--- src/rtl/ancc_ram.sv ---
module ancc_ram #(
   parameter int WIDTH = 12,
   parameter int DEPTH = 60,
   localparam int AW = $clog2(DEPTH)
) (
   input  logic             clock,
   input  logic             wr_en,
   input  logic [AW-1:0]    wr_addr,
   input  logic [WIDTH-1:0] wr_data,
   input  logic             rd_en,
   input  logic [AW-1:0]    rd_addr,
   output logic [WIDTH-1:0] rd_data
);

   logic [WIDTH-1:0] mem [DEPTH];

   always_ff @(posedge clock) begin
      if (wr_en) begin
         mem[wr_addr] <= wr_data;
      end
      if (rd_en) begin
         rd_data <= mem[rd_addr];
      end
   end

endmodule

--- config.mk ---
export PLATFORM = sky130hd
export DESIGN_NAME = ancc_ram
export DESIGN_NICKNAME = d
export VERILOG_FILES = /design/src/rtl/ancc_ram.sv
export SDC_FILE = /design/constraint.sdc
export NUM_CORES = 1
export LEC_CHECK = 0
export ABC_CLOCK_PERIOD_IN_PS = 4900
export CORE_ASPECT_RATIO = 0.9
export CORE_MARGIN = 3
export CORE_UTILIZATION = 50
export DETAILED_ROUTE_END_ITERATION = 8
export DONT_BUFFER_PORTS = 1
export GPL_TIMING_DRIVEN = 0
export PLACE_DENSITY_LB_ADDON = 0.08
export SYNTH_ARGS = -nofsm -noshare
export SYNTH_HDL_FRONTEND = slang
export SYNTH_SLANG_ARGS = --single-unit
--- constraint.sdc ---
create_clock -name clock -period 4.9 [get_ports clock]
set_input_delay 0.98 -clock clock [delete_from_list [all_inputs] [get_ports clock]]
set_output_delay 0.98 -clock clock [all_outputs]
set_load 0.03 [all_outputs]
==> impl_metrics.toml <==
[status]
status = "finished, violations left"
violations = "capacitance limit"

[yosys]
ys.flop_type = "edfxtp_1"
netlist.area_leader.share_pct = 76.7
synth_area_um2 = 28700
syn_nets = 1365
synth_common_cells = "edfxtp_1 (732), mux4_2 (111), nor2_1 (72)"
synth_cell_types = 41
synthArstFlopShare_pct = 0
synth_most_common_cell = "edfxtp_1"
yosys-top-cells-area = "edfxtp_1 (77%), mux4_2 (8.7%), mux4_1 (3.5%)"
syn_inst = 1338
synth.avg_cell_area_um2 = 21.4
synth_edf_count = 732
yosysTopAreaCell = "edfxtp_1"
synth.ff_latch_count = 732
yosysSeqAreaShare_pct = 76.7
yosysWarnings = 0

[power_and_ir_drop]
power_leakage_uw = 0.0101
power_density_nw_per_um2 = 406
ir_drop_v = 0.000311
finalPower_uw = 13000

[setup_path]
cpPeakStageDelay_ns = 0.71
arrival_ns = 3.91
cp_cell_sequence = "clkbuf_1 > clkbuf_1 > mux4_1 > mux2i_1 > o21ai_0 > a21oi_1 > o21ai_0"
reg2reg_depth = 5
r2r_setup_slack_ns = 2.48
cp-start-kind = "primary input"
slowest_stage = "clkbuf_1"
cp_num_cells = 7
critPathCaptureType = "flip-flop"
critPathMaxFanout = 10
worst-path-buf-inv = 2
crit_type = "primary input to flip-flop"
worstPathRequired_ns = 5.20
path_delay_family = "buffers and inverters"

[die]
dieArea_um2 = 60200
start_util_pct = 51.0
die_w_um = 258
fp.dieH_um = 233
ios = 39
num_rows = 82
core_um2 = 56200

[layout]
final_nets = 1453
areaGrowthSynthToFinish_pct = 12.1
num-fill-cells = 4302
drive_gt1_share_pct = 21.6
postLayoutCoreUtil_pct = 57.1

[route]
postRouteAntennaNets = 0
first_iter_violations = 1833
wl_per_cell_um = 31.4
dr_total_vias = 13800
viasPerCell = 6.17
firstDrtPassIters = 6
wl_um = 70400
drt_drc_violations_left = 0

[grt]
track_usage_pct = 23.9
first_global_vias = 13700
antenna_found_initial = 4
grt_pass1_wl_um = 100000
grt_max_degree = 61
grt_overflow_total = 0

[sta]
slew_viol_final = 0
finalWorstPathRequiredPeriod_ns = 3.61
slew_headroom_pct = 1.19
fin_hold_ws_ns = 0.465
setup_violations = 0
rsz0062_at_grt = "no"
fin_crit_sh_pct = 73.7
fin_skew_ns = 0.0180
fmax_mhz = 277
fin_ws_ns = 1.29
hold_viol_final = 0
max_slew.worst_pin.slew_ns = 1.48
setup_tns_ns = 0

[clocking]
ctsRootBufferMaster = "clkbuf_16"
cts_made_buffers = 75
clkTransAtPathRegs_ns = 0.06
clock_path_buffers = 3
postCtsSetupBuffers = 0
cts_resized = 0
htreeDepth = 3
clock_latency_ns = 0.61
cts_sinks = 732
cts_tree = "yes"
holdBufCountCts = 0

[worst_hold_path]
hold_depth = 0
hp-class = "primary input to flip-flop"

[placed_design]
gp_congestion = 0.862
dp_hpwl_um = 44800
io_buffers = 0
pre_cts_slack_ns = 0.682

[job]
drv_cap = 1
[sequential cells by signal (all words and copies together), names as in the netlist]
register	count
mem	720
rd_data	12
[where the power goes]
| group | internal (uW) | switching, uW | leakage [uW] | total [uW] |
|---|---|---|---|---|
| Combinational | 228 | 337 | 0.00239 | 565 |
| Sequential | 6950 | 30.8 | 0.00659 | 6980 |
| Clock | 3200 | 2290 | 0.00115 | 5500 |
[metal layers]
metal  GRT usage [%]  up-vias  part of all wire [%]
met5               0        -                 0.018
met4            7.70        2                   3.3
met3            5.73      123                   8.6
met2            35.5      593                    45
met1            35.2     7302                    43
li1                -     5823                     -
[path summary, 6_finish.rpt]
check                                start     endpoint
worst max register to register  mem[51][3]   rd_data[3]
worst max-delay path            rd_addr[2]   rd_data[3]
worst min register to register  mem[6][10]  rd_data[10]
worst min-delay path            wr_data[8]   mem[12][8]
[layout make-up]
| type | instances | area (um^2) | area share, % |
|---|---|---|---|
| well taps | 756 | 946 | 2.95 |
| inverters | 1 | 3.75 | 0.0117 |
| diodes | 3 | 7.51 | 0.0234 |
| clock buffers | 96 | 2080 | 6.49 |
| clock inverters | 38 | 270 | 0.841 |
| repair buffers | 11 | 124 | 0.386 |
| flip-flops and latches | 732 | 22000 | 68.4 |
| plain buffers | 75 | 503 | 1.57 |
| multi-input cells | 530 | 6200 | 19.3 |
[cell families after synthesis]
| group | share of synthesized area (%) |
|---|---|
| DFF | 76.7 |
| and+or+nand+nor | 2.45 |
| buffers and inverters | 1.77 |
| muxes | 16.0 |
| AOI/OAI and AO/OA | 3.12 |
[metrics by stage]
step | cell area, um^2 | instances
6_report | 32100 | 2242
3_5_place_dp | 29700 | 2098
5_1_grt | 32100 | 2239
2_1_floorplan | 28700 | 1338
3_3_place_gp | 29600 | 2094
4_1_cts | 32000 | 2232
[cell usage in the layout, fill, tap and decap left out, types with 2 or more instances in the layout]
cell type	netlist	routed
a21oi_1	11	11
nand2b_1	10	10
edfxtp_1	732	732
and2_1	3	3
buf_2	17	17
nand3b_1	4	4
or3_1	6	6
o221ai_1	5	5
or3b_2	2	2
buf_8	6	8
clkinv_2	0	9
nand3_1	11	11
nor2b_1	16	16
a22oi_1	6	6
mux2i_1	61	61
buf_6	12	19
clkinv_1	0	23
o22ai_1	27	27
clkbuf_1	28	43
nand2_1	17	17
mux4_2	111	111
o311a_1	5	5
diode_2	0	3
nor2_2	0	10
mux4_1	38	38
nor2_1	72	62
bufinv_16	0	4
a211oi_1	16	16
buf_4	5	7
o21ai_0	35	35
buf_1	4	4
clkbuf_4	2	2
clkbuf_16	0	81
a221o_1	11	11
or2_2	3	3
o22a_1	6	6
a31oi_1	5	5
nor3_2	0	2
mux2_2	41	41
Note: power is estimated with default switching activity, not from simulation.
